$ cat src/hdl/scc_pkg.sv
// shared types, constants and helpers of the serial command clock
package scc_pkg;

   // default parameter values
   localparam int TICKS_PER_SECOND_DEFAULT = 100;
   localparam int MAX_FRAME_INDEX_DEFAULT  = 40;

   // frame storage geometry
   localparam int STORE_DEPTH = 9;
   localparam int STORE_IDX_W = 4;
   localparam int INDEX_W     = 6;

   // command queue geometry
   localparam int QUEUE_DEPTH = 2;

   // field widths
   localparam int TIME_W = 7;
   localparam int CHAR_W = 8;

   // clock limits
   localparam logic [TIME_W-1:0] SECONDS_PER_MINUTE = 7'd60;
   localparam logic [TIME_W-1:0] MINUTES_PER_HOUR   = 7'd60;
   localparam logic [TIME_W-1:0] HOURS_PER_DAY      = 7'd24;

   // characters of the serial protocol
   localparam logic [CHAR_W-1:0] CHAR_STAR  = 8'h2A;
   localparam logic [CHAR_W-1:0] CHAR_HASH  = 8'h23;
   localparam logic [CHAR_W-1:0] CHAR_SET   = 8'h53;
   localparam logic [CHAR_W-1:0] CHAR_TEXT  = 8'h4D;
   localparam logic [CHAR_W-1:0] CHAR_SPACE = 8'h20;
   localparam logic [CHAR_W-1:0] CHAR_ZERO  = 8'h30;
   localparam logic [CHAR_W-1:0] CHAR_NINE  = 8'h39;

   // input item kinds
   localparam logic FUNC_BYTE = 1'b0;
   localparam logic FUNC_TICK = 1'b1;

   // commands handed from front to back
   typedef enum logic [2:0] {
      CMD_NONE     = 3'd0,
      CMD_TICK     = 3'd1,
      CMD_SET_TIME = 3'd2,
      CMD_SET_TEXT = 3'd3,
      CMD_REJECT   = 3'd4
   } cmd_type;

   typedef struct packed {
      cmd_type           cmd;
      logic [TIME_W-1:0] hours;
      logic [TIME_W-1:0] minutes;
      logic [TIME_W-1:0] seconds;
      logic [CHAR_W-1:0] text_first;
      logic [CHAR_W-1:0] text_second;
      logic [CHAR_W-1:0] text_third;
   } entry_type;

   typedef struct packed {
      logic full;
      logic empty;
   } queue_status_type;

   function automatic logic is_digit(input logic [CHAR_W-1:0] ch);
      return (ch >= CHAR_ZERO) && (ch <= CHAR_NINE);
   endfunction

   // two ascii digits to a value; the low nibble of a digit is its value
   function automatic logic [TIME_W-1:0] pair_value(input logic [CHAR_W-1:0] tens,
                                                    input logic [CHAR_W-1:0] ones);
      logic [TIME_W-1:0] t;
      logic [TIME_W-1:0] o;
      t = {3'b000, tens[3:0]};
      o = {3'b000, ones[3:0]};
      return (t << 3) + (t << 1) + o;
   endfunction

endpackage

$ cat src/hdl/scc_front.sv
// front part: accepts items, assembles frames and classifies them into commands
module scc_front
   import scc_pkg::*;
#(
   parameter int MAX_FRAME_INDEX = MAX_FRAME_INDEX_DEFAULT
) (
   input  logic                clock,
   input  logic                reset,
   input  logic                req_valid,
   output logic                req_ready,
   input  logic                req_func,
   input  logic [CHAR_W-1:0]   req_rx_byte,
   input  queue_status_type    q_status,
   output logic                push,
   output entry_type           push_entry
);

   localparam logic [INDEX_W-1:0] MaxIndex   = INDEX_W'(MAX_FRAME_INDEX);
   localparam logic [INDEX_W-1:0] StoreLimit = INDEX_W'(STORE_DEPTH);

   logic [CHAR_W-1:0]  frame_ff [STORE_DEPTH];
   logic [CHAR_W-1:0]  frame_in [STORE_DEPTH];
   logic [CHAR_W-1:0]  frame_eff [STORE_DEPTH];
   logic [INDEX_W-1:0] index_ff;
   logic [INDEX_W-1:0] index_in;
   logic               in_store;
   logic               digits_ok;

   assign req_ready = !q_status.full;
   assign push      = req_valid && req_ready;
   assign in_store  = index_ff < StoreLimit;

   // frame as seen by a closing '#': zero at the current index
   always_comb begin
      for (int i = 0; i < STORE_DEPTH; i++) begin
         frame_eff[i] = (in_store && (index_ff[STORE_IDX_W-1:0] == STORE_IDX_W'(i)))
                      ? '0 : frame_ff[i];
      end
   end

   assign digits_ok = is_digit(frame_eff[1]) && is_digit(frame_eff[2]) &&
                      is_digit(frame_eff[4]) && is_digit(frame_eff[5]) &&
                      is_digit(frame_eff[7]) && is_digit(frame_eff[8]);

   // classify the offered item
   always_comb begin
      push_entry.cmd         = CMD_NONE;
      push_entry.hours       = pair_value(frame_eff[1], frame_eff[2]);
      push_entry.minutes     = pair_value(frame_eff[4], frame_eff[5]);
      push_entry.seconds     = pair_value(frame_eff[7], frame_eff[8]);
      push_entry.text_first  = frame_eff[1];
      push_entry.text_second = frame_eff[2];
      push_entry.text_third  = frame_eff[3];
      if (req_func == FUNC_TICK) begin
         push_entry.cmd = CMD_TICK;
      end else if (req_rx_byte == CHAR_HASH) begin
         if (frame_eff[0] == CHAR_SET) begin
            push_entry.cmd = digits_ok ? CMD_SET_TIME : CMD_REJECT;
         end else if (frame_eff[0] == CHAR_TEXT) begin
            push_entry.cmd = CMD_SET_TEXT;
         end
      end
   end

   // frame assembly on a byte transfer
   always_comb begin
      frame_in = frame_ff;
      index_in = index_ff;
      if (push && (req_func == FUNC_BYTE)) begin
         if (req_rx_byte == CHAR_STAR) begin
            index_in = '0;
         end else if (req_rx_byte == CHAR_HASH) begin
            if (in_store) begin
               frame_in[index_ff[STORE_IDX_W-1:0]] = '0;
            end
         end else if (index_ff < MaxIndex) begin
            if (in_store) begin
               frame_in[index_ff[STORE_IDX_W-1:0]] = req_rx_byte;
            end
            index_in = index_ff + INDEX_W'(1);
         end
      end
   end

   always_ff @(posedge clock) begin
      if (reset) begin
         for (int i = 0; i < STORE_DEPTH; i++) begin
            frame_ff[i] <= '0;
         end
         index_ff <= '0;
      end else begin
         frame_ff <= frame_in;
         index_ff <= index_in;
      end
   end

endmodule

$ cat src/hdl/scc_queue.sv
// short command queue between the front and back parts
module scc_queue
   import scc_pkg::*;
(
   input  logic             clock,
   input  logic             reset,
   input  logic             push,
   input  entry_type        push_entry,
   input  logic             pop,
   output entry_type        pop_entry,
   output queue_status_type q_status
);

   localparam int PtrW   = (QUEUE_DEPTH > 1) ? $clog2(QUEUE_DEPTH) : 1;
   localparam int CountW = $clog2(QUEUE_DEPTH + 1);
   localparam logic [PtrW-1:0]   LastPtr = PtrW'(QUEUE_DEPTH - 1);
   localparam logic [CountW-1:0] Full    = CountW'(QUEUE_DEPTH);

   entry_type          entries_ff [QUEUE_DEPTH];
   logic [PtrW-1:0]    wr_ptr_ff;
   logic [PtrW-1:0]    wr_ptr_in;
   logic [PtrW-1:0]    rd_ptr_ff;
   logic [PtrW-1:0]    rd_ptr_in;
   logic [CountW-1:0]  count_ff;
   logic [CountW-1:0]  count_in;

   assign q_status.full  = count_ff == Full;
   assign q_status.empty = count_ff == '0;
   assign pop_entry      = entries_ff[rd_ptr_ff];

   // pointer and fill count
   always_comb begin
      wr_ptr_in = wr_ptr_ff;
      rd_ptr_in = rd_ptr_ff;
      count_in  = count_ff;
      if (push) begin
         wr_ptr_in = (wr_ptr_ff == LastPtr) ? '0 : wr_ptr_ff + PtrW'(1);
      end
      if (pop) begin
         rd_ptr_in = (rd_ptr_ff == LastPtr) ? '0 : rd_ptr_ff + PtrW'(1);
      end
      if (push && !pop) begin
         count_in = count_ff + CountW'(1);
      end else if (pop && !push) begin
         count_in = count_ff - CountW'(1);
      end
   end

   always_ff @(posedge clock) begin
      if (reset) begin
         wr_ptr_ff <= '0;
         rd_ptr_ff <= '0;
         count_ff  <= '0;
      end else begin
         wr_ptr_ff <= wr_ptr_in;
         rd_ptr_ff <= rd_ptr_in;
         count_ff  <= count_in;
      end
   end

   // entry storage
   always_ff @(posedge clock) begin
      if (push) begin
         entries_ff[wr_ptr_ff] <= push_entry;
      end
   end

endmodule

$ cat src/hdl/scc_back.sv
// back part: runs commands against the clock and text and drives the result
module scc_back
   import scc_pkg::*;
#(
   parameter int TICKS_PER_SECOND = TICKS_PER_SECOND_DEFAULT
) (
   input  logic                clock,
   input  logic                reset,
   input  queue_status_type    q_status,
   input  entry_type           pop_entry,
   output logic                pop,
   output logic                rsp_valid,
   input  logic                rsp_ready,
   output logic [TIME_W-1:0]   rsp_hours,
   output logic [TIME_W-1:0]   rsp_minutes,
   output logic [TIME_W-1:0]   rsp_seconds,
   output logic [CHAR_W-1:0]   rsp_text_first,
   output logic [CHAR_W-1:0]   rsp_text_second,
   output logic [CHAR_W-1:0]   rsp_text_third,
   output logic                rsp_second_elapsed,
   output logic                rsp_time_loaded,
   output logic                rsp_text_loaded,
   output logic                rsp_frame_rejected
);

   localparam int TickW = $clog2(TICKS_PER_SECOND + 1);
   localparam logic [TickW-1:0] LastTick = TickW'(TICKS_PER_SECOND - 1);

   logic [TickW-1:0]  tick_ff;
   logic [TickW-1:0]  tick_in;
   logic [TIME_W-1:0] hour_ff;
   logic [TIME_W-1:0] hour_in;
   logic [TIME_W-1:0] minute_ff;
   logic [TIME_W-1:0] minute_in;
   logic [TIME_W-1:0] second_ff;
   logic [TIME_W-1:0] second_in;
   logic [CHAR_W-1:0] text_ff [3];
   logic [CHAR_W-1:0] text_in [3];
   logic              valid_ff;
   logic              valid_in;
   logic              elapsed_ff;
   logic              elapsed_in;
   logic              tload_ff;
   logic              tload_in;
   logic              xload_ff;
   logic              xload_in;
   logic              reject_ff;
   logic              reject_in;
   logic [TIME_W-1:0] sec_inc;
   logic [TIME_W-1:0] min_inc;
   logic [TIME_W-1:0] hr_inc;
   logic              carry_min;
   logic              carry_hr;

   // take a command whenever the result slot is free or being emptied
   assign pop = !q_status.empty && (!valid_ff || rsp_ready);

   // one second of clock advance with carries
   always_comb begin
      sec_inc   = second_ff + TIME_W'(1);
      carry_min = sec_inc >= SECONDS_PER_MINUTE;
      min_inc   = minute_ff + TIME_W'(carry_min);
      carry_hr  = min_inc >= MINUTES_PER_HOUR;
      hr_inc    = hour_ff + TIME_W'(carry_hr);
   end

   // command execution
   always_comb begin
      tick_in    = tick_ff;
      hour_in    = hour_ff;
      minute_in  = minute_ff;
      second_in  = second_ff;
      text_in    = text_ff;
      elapsed_in = elapsed_ff;
      tload_in   = tload_ff;
      xload_in   = xload_ff;
      reject_in  = reject_ff;
      valid_in   = valid_ff && !rsp_ready;
      if (pop) begin
         valid_in   = 1'b1;
         elapsed_in = 1'b0;
         tload_in   = 1'b0;
         xload_in   = 1'b0;
         reject_in  = 1'b0;
         unique case (pop_entry.cmd)
            CMD_TICK: begin
               if (tick_ff == LastTick) begin
                  tick_in    = '0;
                  elapsed_in = 1'b1;
                  second_in  = carry_min ? '0 : sec_inc;
                  minute_in  = carry_hr ? '0 : min_inc;
                  hour_in    = (hr_inc >= HOURS_PER_DAY) ? '0 : hr_inc;
               end else begin
                  tick_in = tick_ff + TickW'(1);
               end
            end
            CMD_SET_TIME: begin
               hour_in   = pop_entry.hours;
               minute_in = pop_entry.minutes;
               second_in = pop_entry.seconds;
               tload_in  = 1'b1;
            end
            CMD_SET_TEXT: begin
               text_in[0] = pop_entry.text_first;
               text_in[1] = pop_entry.text_second;
               text_in[2] = pop_entry.text_third;
               xload_in   = 1'b1;
            end
            CMD_REJECT: begin
               reject_in = 1'b1;
            end
            default: begin
            end
         endcase
      end
   end

   always_ff @(posedge clock) begin
      if (reset) begin
         tick_ff    <= '0;
         hour_ff    <= '0;
         minute_ff  <= '0;
         second_ff  <= '0;
         text_ff[0] <= CHAR_SPACE;
         text_ff[1] <= CHAR_SPACE;
         text_ff[2] <= CHAR_SPACE;
         valid_ff   <= 1'b0;
      end else begin
         tick_ff   <= tick_in;
         hour_ff   <= hour_in;
         minute_ff <= minute_in;
         second_ff <= second_in;
         text_ff   <= text_in;
         valid_ff  <= valid_in;
      end
   end

   // result flags
   always_ff @(posedge clock) begin
      elapsed_ff <= elapsed_in;
      tload_ff   <= tload_in;
      xload_ff   <= xload_in;
      reject_ff  <= reject_in;
   end

   // state only moves on a pop, so it holds while a result waits
   assign rsp_valid          = valid_ff;
   assign rsp_hours          = hour_ff;
   assign rsp_minutes        = minute_ff;
   assign rsp_seconds        = second_ff;
   assign rsp_text_first     = text_ff[0];
   assign rsp_text_second    = text_ff[1];
   assign rsp_text_third     = text_ff[2];
   assign rsp_second_elapsed = elapsed_ff;
   assign rsp_time_loaded    = tload_ff;
   assign rsp_text_loaded    = xload_ff;
   assign rsp_frame_rejected = reject_ff;

endmodule

$ cat src/hdl/serial_command_clock.sv
// top level of the serial command clock
// Each transfer in is either a received serial byte or one timer tick, and each gives exactly
// one result transfer with the clock time, the three text characters and four event flags.
// The block takes one item per cycle: the front part assembles and checks frames as bytes are
// transferred, a two-entry command queue passes one command per cycle to the back part unless
// results stall, and the back part updates the clock and text and holds the result in its
// output register; req_ready drops only when the queue is full because results are not being
// taken. There is no clearing pass after reset.
module serial_command_clock
   import scc_pkg::*;
#(
   parameter int TICKS_PER_SECOND = TICKS_PER_SECOND_DEFAULT,
   parameter int MAX_FRAME_INDEX  = MAX_FRAME_INDEX_DEFAULT
) (
   input  logic                clock,
   input  logic                reset,
   input  logic                req_valid,
   output logic                req_ready,
   input  logic                req_func,
   input  logic [CHAR_W-1:0]   req_rx_byte,
   output logic                rsp_valid,
   input  logic                rsp_ready,
   output logic [TIME_W-1:0]   rsp_hours,
   output logic [TIME_W-1:0]   rsp_minutes,
   output logic [TIME_W-1:0]   rsp_seconds,
   output logic [CHAR_W-1:0]   rsp_text_first,
   output logic [CHAR_W-1:0]   rsp_text_second,
   output logic [CHAR_W-1:0]   rsp_text_third,
   output logic                rsp_second_elapsed,
   output logic                rsp_time_loaded,
   output logic                rsp_text_loaded,
   output logic                rsp_frame_rejected
);

   queue_status_type q_status;
   logic             push;
   entry_type        push_entry;
   logic             pop;
   entry_type        pop_entry;

   // frame assembly and classification
   scc_front #(
      .MAX_FRAME_INDEX (MAX_FRAME_INDEX)
   ) u_front (
      .clock       (clock),
      .reset       (reset),
      .req_valid   (req_valid),
      .req_ready   (req_ready),
      .req_func    (req_func),
      .req_rx_byte (req_rx_byte),
      .q_status    (q_status),
      .push        (push),
      .push_entry  (push_entry)
   );

   // command queue
   scc_queue u_queue (
      .clock      (clock),
      .reset      (reset),
      .push       (push),
      .push_entry (push_entry),
      .pop        (pop),
      .pop_entry  (pop_entry),
      .q_status   (q_status)
   );

   // clock, text and result
   scc_back #(
      .TICKS_PER_SECOND (TICKS_PER_SECOND)
   ) u_back (
      .clock              (clock),
      .reset              (reset),
      .q_status           (q_status),
      .pop_entry          (pop_entry),
      .pop                (pop),
      .rsp_valid          (rsp_valid),
      .rsp_ready          (rsp_ready),
      .rsp_hours          (rsp_hours),
      .rsp_minutes        (rsp_minutes),
      .rsp_seconds        (rsp_seconds),
      .rsp_text_first     (rsp_text_first),
      .rsp_text_second    (rsp_text_second),
      .rsp_text_third     (rsp_text_third),
      .rsp_second_elapsed (rsp_second_elapsed),
      .rsp_time_loaded    (rsp_time_loaded),
      .rsp_text_loaded    (rsp_text_loaded),
      .rsp_frame_rejected (rsp_frame_rejected)
   );

endmodule

$ cat config.mk
export PLATFORM = sky130hd
export DESIGN_NAME = serial_command_clock
export DESIGN_NICKNAME = d
export VERILOG_FILES = /design/src/hdl/scc_pkg.sv /design/src/hdl/scc_front.sv /design/src/hdl/scc_queue.sv /design/src/hdl/scc_back.sv /design/src/hdl/serial_command_clock.sv
export SDC_FILE = /design/constraint.sdc
export NUM_CORES = 1
export LEC_CHECK = 0
export ABC_AREA = 1
export BUFFER_PORTS_ARGS = -buffer_cell sky130_fd_sc_hd__buf_2
export CAP_MARGIN = 5
export CORE_MARGIN = 5
export CORE_UTILIZATION = 49
export DETAILED_ROUTE_END_ITERATION = 6
export GPL_ROUTABILITY_DRIVEN = 1
export PLACE_DENSITY = 0.64
export SYNTH_ARGS = -nofsm -noshare
export SYNTH_HDL_FRONTEND = slang
export SYNTH_SLANG_ARGS = --single-unit
$ cat constraint.sdc
create_clock -name clock -period 4 [get_ports clock]
set_clock_uncertainty 0.2 [all_clocks]
set_input_delay 0.6 -clock clock [delete_from_list [all_inputs] [get_ports clock]]
set_output_delay 0.6 -clock clock [all_outputs]
set_load 0.1 [all_outputs]
---- Word level (Yosys, flattened, before mapping) ----
Memory sizes are Yosys's and may differ from the RTL's. A register that Yosys moved wholly into a read port is not among the register bits.
Index checks and enable logic that the tools add are counted.
word-level totals
  input port bits ......................... 13
  memories kept ........................... 1
  register bits after elaboration ......... 139
  bits in writable memories ............... 96
  output and inout bits ................... 51
operators by class
  equality and inequality tests ........... 19
  bitwise logic cells ..................... 5
  $lt $le $gt $ge ......................... 19
  reductions and logical operators ........ 44
  $add $sub $neg .......................... 15
  multiplexer cells ....................... 46
memories
  memory              words  bits a word  read ports  clocked after memory_dff  wr ports  RTL line         RTL
  u_queue.entries_ff  2      48           1           1                         1         scc_queue.sv:19  entry_type entries_ff [QUEUE_DEPTH];
operators with widths
  operator             count
  $mux 72              4
  $and 72x72->72       1
  $bwmux 72            1
  $mux 8               9
  $not 72->72          1
  $mux 7               7
  $ge 8x6->1 const B   6
  $le 8x6->1 const B   6
  $pmux 7 s2           3
  $demux 8 s4          1
  $logic_and 1x1->1    26
  $add 7x4->7          3
  $add 7x5->7          3
  $mux 6               3
  $eq 8x6->1 const B   2
  $eq 8x7->1 const B   2
  $add 7x1->7          2
  $add 7x1->7 const B  2
  $ge 7x6->1 const B   2
  $eq 4x3->1 const B   3
  $mux 3               4
  $mux 1               11
  $eq 4x2->1 const B   2
  $reduce_bool 2->1    4
  other kinds (28)     40

---- Longest topological paths before layout ----
Gate-level depths: netlist of the first run.
  word-level depth ........................ 14
  mapped depth ............................ 22

---- By module ----
Synthesis of the first run repeated with hierarchy kept, for this count alone.
second synthesis, totals
  cell total of the unflattened synthesis .. 1226
  area, all modules ....................... 10984.3 um2
by module, submodules not included
  module     times used  cells each  area each (um2)
  scc_front  1           608         4212.8
  scc_queue  1           182         3768.6
  scc_back   1           436         3002.9

---- Worst setup path before layout of the first run ----
OpenSTA, ideal clock, no wires.
  path kind ............................... flip-flop to flip-flop
  from .................................... register u_back.second_ff[1] (netlist: u_back.rsp_seconds[1])
  to ...................................... register u_back.hour_ff[2] (netlist: u_back.rsp_hours[2])
  stages on the path, launching flop included .. 23
  setup slack ............................. -673 ps
  required time ........................... 3680 ps
  arrival time ............................ 4352 ps
  setup time .............................. 120 ps
  clock period less this slack ............ 4673 ps
  path buffers ............................ 0
  cell sequence ........................... dfxtp_1 ha_1 nand3_1 nor2_1 nand2_1 xor2_1 nand2_1 ha_1 ha_1 nand3_1 nor2_1 nand2_1 xor2_1 nand2_1 ha_1 ha_1 nand2_1 inv_1 nand2_1 xor2_1 or2_2 nand3b_1 a21oi_1
on the way
  word-level cells in the longest chain between the ends .. 9
RTL lines
  item                    RTL line         RTL
  start, declared         scc_back.sv:35   logic [TIME_W-1:0] second_ff;
  start signal, assigned  scc_back.sv:132  second_ff <= second_in;
  $add 7x1->7 *           scc_back.sv:60   sec_inc = second_ff + TIME_W'(1);
  $ge 7x6->1 *            scc_back.sv:61   carry_min = sec_inc >= SECONDS_PER_MINUTE;
  $add 7x1->7 *           scc_back.sv:62   min_inc = minute_ff + TIME_W'(carry_min);
  $ge 7x6->1 *            scc_back.sv:63   carry_hr = min_inc >= MINUTES_PER_HOUR;
  $add 7x1->7 *           scc_back.sv:64   hr_inc = hour_ff + TIME_W'(carry_hr);
  $ge 7x5->1              scc_back.sv:92   hour_in = (hr_inc >= HOURS_PER_DAY) ? '0 : hr_inc;
  $mux 7 *                scc_back.sv:92
  $mux 7 *                scc_back.sv:87   if (tick_ff == LastTick) begin
  $pmux 7 s2 *            scc_back.sv:85   unique case (pop_entry.cmd)
  end signal, assigned    scc_back.sv:130  hour_ff <= hour_in;
  end, declared           scc_back.sv:31   logic [TIME_W-1:0] hour_ff;
Every way passes the cells marked *; elsewhere a longest branch is shown, timed or not. The select of a mux whose other input is x is not followed.
A chain may end at the register's enable or synchronous reset.

---- Worst setup path in the final report of the first run ----
  from .................................... register u_back.second_ff[0] (netlist: u_back.rsp_seconds[0])
  to ...................................... register u_back.hour_ff[3] (netlist: u_back.rsp_hours[3])
Same word-level chain as after synthesis.

==> out/results.tsv, run 1 <==
stage	metric	value	unit
route	drtIter0Drc	416	
synth	synthArstFlopShare	0	%
grt	antenna_found_initial	0	
grt	grt.met1_usage	26.70	%
layout	utilization	56.70	%
route	viasPerCell	5.283	
critical_path	cp_data_required_time	4.24	ns
sta	max_slew_margin	49.52	%
sta	fmax	268.2	MHz
layout	fin_cells	1510	
critical_path	start_kind	flop	
clocking	clockBufferDepth	3	
grt	top_usage_layer	met2	
critical_path	cp_max_fo	6	
grt	grt_pass1_vias	7759	
floorplanning	die_h	155.6	um
sta	finalCritPeriodShare	93.23	%
sta	maxSlewViolCount	0	
floorplanning	row_count	53	
grt	grt_pass1_wl	38840	um
sta	finalCriticalPeriod	3.729	ns
critical_path	slowest_delay	0.38	ns
synth	syn_nets	1211	
grt	grt_use_met2	32.45	%
sta	setup_viol	0	
layout	diodes	0	
route	wl_per_cell	15.49	um
layout	syn_to_final_growth	14.38	%
place	dpl-instance-area	10940	um^2
critical_path	arrival	3.97	ns
outcome	status	finished, final reports clean	
synth	yosys_register_bits	226	
sta	whs	0.1887	ns
clocking	clk_pin_slew_worst_paths	0.06	ns
critical_path	crit_buf_inv	1	
grt	gr-usage-all-layers	19.39	%
synth	syn_area	10390	um^2
route	dr.pass1.iters	5	
synth	yosysWarnings	0	
layout	fillCellCount	1927	
clocking	cts_tree	yes	
run	drv_cap	0	
power	max-vdd-ir-drop	339.7	uV
synth	syn_avg_cell_area	8.962	um^2
clocking	h-tree-depth	1	
clocking	tritoncts_num_sinks	226	
grt	grt-ovfl-total	0	
power	finalPower	7.391	mW
floorplanning	die_w	155.6	um
sta	tightest_slew	0.7554	ns
critical_path	crit_slowest_cell	dfxtp_4	
critical_path	path_cells	ha_4, nand3_1, nor2_2, nand2_1, xor2_2, nand2_2, ha_2, ha_1, xnor2_1, nor3_1, nand2_1, nand2_2, ha_2, ha_2, nand2_1, inv_1, nand4_1, xnor2_1, nor2_2, nand3_1, a21oi_1	
clocking	hold_buffers	0	
layout	post-route-cell-area	11880	um^2
route	drc	0	
critical_path	crit_family	simple AND/OR/NAND/NOR gates	
synth	ys_types	41	
synth	yosysSeqAreaShare	53.00	%
power	leakage	5.038	nW
grt	use_met3	2.885	%
synth	postSynthCellCount	1159	
floorplanning	num_io_pins	64	
grt	grt_max_degree	55	
floorplanning	initial_core_util	49.57	%
place	globalplace.congestion	0.8769	
layout	drive_above_1_share	16.52	%
floorplanning	die_area	24210	um^2
route	wl	23400	um
critical_path	critPathKind	flop to flop	
synth	synth-edff-count	98	
min_path	hp-class	primary input to flop	
power	power.density	622.1	nW/um^2
layout	layout.nets	1267	
critical_path	end_kind	flop	
route	detail-route-antenna-nets	0	
place	hpwlAfterDp	15900	um
synth	synthFlopType	dfxtp_1	
clocking	cts_buffers	26	
place	numPortBuffers	63	
floorplanning	core-area	20960	um^2
clocking	clock_latency	0.51	ns
route	vias	7977	
sta	hold_viol_final	0	
place	place_inst	1458	
clocking	root_buffer	clkbuf_16	
layer usage:
| layer | vias up | routed length [um] |
|---|---|---|
| met5 | - | 0 |
| met3 | 35 | 1053 |
| met2 | 165 | 11110 |
| met4 | 0 | 434 |
| li1 | 4046 | - |
| met1 | 3731 | 10800 |
report_power, final:
group	internal [mW]	total [mW]	switching, mW
combinational	0.416	2.15	1.73
clock	1.48	2.37	0.892
sequential	2.73	2.87	0.142
Yosys cell counts (2+ instances only):
cell type | count | area, um^2
nand3_2 | 2 | 20.02
nand4_1 | 58 | 362.9
buf_2 | 13 | 65.06
xnor2_1 | 3 | 26.28
a21oi_2 | 2 | 17.52
nand3_1 | 32 | 160.2
nor3_1 | 11 | 55.05
nor2_1 | 97 | 364.1
inv_1 | 94 | 352.8
ha_1 | 33 | 412.9
a21oi_1 | 101 | 505.5
nand2_4 | 5 | 56.30
edfxtp_1 | 98 | 2943
buf_6 | 5 | 56.30
nand3b_1 | 7 | 52.55
xor2_1 | 19 | 166.4
nand2_1 | 232 | 870.8
clkbuf_1 | 26 | 97.59
o21ai_0 | 56 | 280.3
a31oi_1 | 21 | 131.4
o21ai_1 | 36 | 180.2
nor2_4 | 11 | 123.9
nand2_2 | 5 | 31.28
dfxtp_1 | 128 | 2562
buf_4 | 2 | 15.01
nor2_2 | 3 | 18.77
or2_2 | 23 | 143.9
nand4_2 | 2 | 25.02
o311ai_0 | 3 | 26.28
inv_2 | 15 | 56.30
fa_1 | 6 | 120.1
worst min-delay path, cell delays in order:
cell and delay [ns]:
buf_2 0.08, inv_1 0.03, nand2_1 0.07, a31oi_1 0.07
cell families (layout without fill, tap and decap cells):
kind of cell	count (synthesis)	in the layout	share of synthesized area, %
AND/OR/NAND/NOR	491	491	22.33
flip-flops	226	226	53.00
buffers and inverters	158	234	6.324
adder cells (fa/ha/maj)	39	39	5.131
AO/OA/AOI/OAI	222	222	11.26
multiplexers	1	1	0.09637
XOR/XNOR	22	22	1.855
worst paths after layout:
kind                                                          from                                 to  slack, ns  depth (start not counted)
worst max-delay path            u_back.rsp_seconds[0]$_SDFFE_PP0P_   u_back.rsp_hours[3]$_SDFFE_PP0P_       0.27                         21
worst min-delay path                                     rsp_ready        u_back.rsp_valid$_SDFF_PP0_       0.19                          4
worst max register to register  u_back.rsp_seconds[0]$_SDFFE_PP0P_   u_back.rsp_hours[3]$_SDFFE_PP0P_       0.27                         21
worst min register to register   u_front.frame_ff[66]$_SDFFE_PP0P_  u_front.frame_ff[66]$_SDFFE_PP0P_       0.26                          2
layout by cell type, fill, tap and decap left out, types with 13 or more instances in the layout:
master / synthesis / layout
edfxtp_1: 98 / 98
o21ai_1: 36 / 36
inv_1: 94 / 94
xor2_1: 19 / 17
clkbuf_16: 0 / 28
inv_2: 15 / 15
nand3_1: 32 / 32
o21ai_0: 56 / 56
buf_2: 13 / 63
or2_2: 23 / 22
a21oi_1: 101 / 101
a31oi_1: 21 / 21
nand2_1: 232 / 230
nor2_4: 11 / 13
nand4_1: 58 / 58
nor2_1: 97 / 93
ha_1: 33 / 29
dfxtp_1: 128 / 122
stage by stage:
step                setup WS, ns   TNS, ns
floorplan                0.02001         0
global placement          0.3034         0
detailed placement       0.05230         0
CTS                      0.07889         0
global route            -0.01727  -0.02072
finish                    0.2709         0
repair_timing:
action	CTS	global route
setup endpoints to repair	1	5
setup buffers	0	4
pin swaps	0	3
resized for setup	1	8
registers in the layout (all words and copies together), names as in the netlist, 2 cells and up, named ones only:
name / flops
u_back.rsp_hours: 7
u_back.rsp_minutes: 7
u_back.rsp_seconds: 7
u_back.rsp_text_first: 8
u_back.rsp_text_second: 8
u_back.rsp_text_third: 8
u_back.tick_ff: 7
u_front.frame_ff: 64
u_front.index_ff: 6
u_queue.count_ff: 2
u_queue.entries_ff: 94
final cells by class:
cell class / count / area, um^2 / share of cell area [%]
inverter: 111 / 419.2 / 3.528
multi-input combinational: 775 / 4288 / 36.09
timing repair buffer: 75 / 430.4 / 3.623
clock inverter: 13 / 137.6 / 1.158
tap: 275 / 344.1 / 2.896
sequential: 226 / 5525 / 46.50
clock buffer: 35 / 737.0 / 6.203
(Power assumes the default switching activity.)
==> inputs of run 2 (changes only) <==
- CORE_UTILIZATION: 49 -> 45
- PLACE_DENSITY: 0.64 -> 0.59
==> out/results.tsv, run 2 (same netlist as run 1, synthesis figures left out) <==
stage	metric	value	unit	change
min_path	hp-class	primary input to flop		
clocking	clockBufferDepth	3		unchanged
floorplanning	die_area	26220	um^2	+8.3%
critical_path	slowest_delay	0.39	ns	about the same
place	pre_cts_ws	0.1894	ns	+0.1371 ns
sta	setup_tns	0	ns	unchanged
sta	finalCritPeriodShare	91.32	%	-1.9 points
layout	final_cell_mix	nand2_1, dfxtp_1, a21oi_1		
clocking	h-tree-depth	1		unchanged
clocking	tritoncts_num_sinks	226		unchanged
place	globalplace.congestion	0.8719		-0.57%
layout	final_common_cell	nand2_1		
critical_path	crit_slowest_cell	dfxtp_4		
floorplanning	die_h	161.9	um	+4.1%
layout	layout.nets	1264		-0.24%
grt	grt-ovfl-total	0		unchanged
critical_path	cp_max_fo	6		unchanged
place	place_inst	1469		+0.75%
critical_path	arrival	3.89	ns	-0.08 ns
route	dr.pass1.iters	5		unchanged
place	hpwlAfterDp	16130	um	+1.4%
power	power.density	608.3	nW/um^2	-2.2%
critical_path	critPathKind	flop to flop		
sta	maxSlewViolCount	0		unchanged
route	wl	23640	um	+1.1%
clocking	clk_pin_slew_worst_paths	0.06	ns	about the same
critical_path	cp_data_required_time	4.24	ns	about the same
sta	max_slew_margin	56.33	%	+6.8 points
floorplanning	core-area	22710	um^2	+8.4%
clocking	cts_buffers	25		-3.8%
sta	finalCriticalPeriod	3.653	ns	-0.07636 ns
layout	syn_to_final_growth	13.13	%	
layout	regMostFlops	u_queue.entries_ff		
route	vias	7938		-0.49%
clocking	root_buffer	clkbuf_16		
grt	grt_pass1_vias	7566		-2.5%
route	wl_per_cell	15.60	um	+0.66%
run	drv_cap	0		unchanged
critical_path	end_kind	flop		
clocking	cts_tree	yes		
layout	drive_above_1_share	16.25	%	-0.27 points
grt	antenna_found_initial	0		unchanged
floorplanning	num_io_pins	64		unchanged
sta	setup_viol	0		unchanged
route	drtIter0Drc	508		+22%
sta	setup_slack	0.3472	ns	+0.07636 ns
route	viasPerCell	5.236		-0.88%
layout	utilization	51.75	%	-5.0 points
power	leakage	4.985	nW	-1.0%
critical_path	path_cells	nand4_1, nor2_1, xor2_1, nand2_1, nand2_2, ha_2, ha_1, nand3_1, nor2_1, nand2_1, xor2_2, nand2_2, ha_1, ha_1, nand2_1, inv_1, nand2_1, xor2_1, or2_4, nand3b_1, a21oi_1		
sta	fmax	273.8	MHz	+2.1%
grt	grt_max_degree	55		unchanged
place	numPortBuffers	63		unchanged
clocking	hold_buffers	0		unchanged
critical_path	crit_top_cell	nand2_1		
grt	gr-usage-all-layers	18.17	%	-1.2 points
layout	largest_register_ffs	94		unchanged
layout	diodes	0		unchanged
clocking	clock_latency	0.52	ns	about the same
floorplanning	row_count	55		+3.8%
floorplanning	die_w	161.9	um	+4.1%
route	detail-route-antenna-nets	0		unchanged
floorplanning	initial_core_util	45.74	%	-3.8 points
layout	fin_cells	1516		+0.40%
grt	grt_pass1_wl	39320	um	+1.2%
power	max-vdd-ir-drop	427.8	uV	+26%
sta	hold_viol_final	0		unchanged
outcome	status	finished, final reports clean		
critical_path	start_kind	flop		
sta	tightest_slew	0.6550	ns	-0.1004 ns
layout	top_regs	u_queue.entries_ff x94, u_front.frame_ff x64		
route	drc	0		unchanged
==> run 2: critical path: cells and delay by family (launching register included) <==
family                     cells  cell delay [ns]
buffers and inverters          1             0.05
adders and majority gates      4             0.81
AOI/OAI and AO/OA              1             0.13
and+or+nand+nor               12             1.43
xor gates and xnor gates       3             0.58
DFF                            1             0.39
==> run 2: report_power, final <==
part / total, mW / internal [mW] / switching (mW)
registers: 2.87 / 2.73 / 0.142
logic: 2.13 / 0.406 / 1.72
clock network: 2.14 / 1.25 / 0.894
==> run 2: layout make-up <==
| class | instances | area, um^2 |
|---|---|---|
| clock buffer | 32 | 671.9 |
| clock inverter | 14 | 97.59 |
| fill | 2162 | 10960 |
| inverter | 111 | 419.2 |
| multi-input combinational | 775 | 4290 |
| sequential | 226 | 5525 |
| tap | 285 | 356.6 |
| timing repair buffer | 73 | 390.4 |
==> run 2: layer usage <==
metal | share of wire (%) | up-vias | GRT usage (%)
met5 | 0 | - | 0
met3 | 4.1 | 32 | 2.411
met4 | 2.0 | 0 | 3.691
met1 | 48 | 3703 | 26.00
met2 | 46 | 151 | 29.85
li1 | - | 4052 | -
==> run 2: timing repair <==
action                     4_1_cts  5_1_grt
gates resized for setup          0        8
setup buffers                    0        1
setup endpoints to repair        0        5
==> run 2: per-stage QoR <==
stage / hold slack (ns) / total power [mW] / cell area [um^2]
floorplan: 0.2257 / 4.657 / 10420
global placement: 0.2368 / 5.053 / 10940
detailed placement: 0.2496 / 5.060 / 10940
CTS: 0.2019 / 7.215 / 11710
global route: 0.2198 / 7.505 / 11750
finish: 0.2195 / 7.148 / 11750
==> run 2: worst paths after layout <==
path / start / end / slack [ns] / cells after the start
max: u_back.rsp_seconds[0]$_SDFFE_PP0P_ / u_back.rsp_hours[0]$_SDFFE_PP0P_ / 0.35 / 21
min: rsp_ready / u_back.rsp_valid$_SDFF_PP0_ / 0.22 / 4
min reg2reg: u_queue.rd_ptr_ff$_SDFFE_PP0P_ / u_queue.rd_ptr_ff$_SDFFE_PP0P_ / 0.25 / 1
max reg2reg: u_back.rsp_seconds[0]$_SDFFE_PP0P_ / u_back.rsp_hours[0]$_SDFFE_PP0P_ / 0.35 / 21
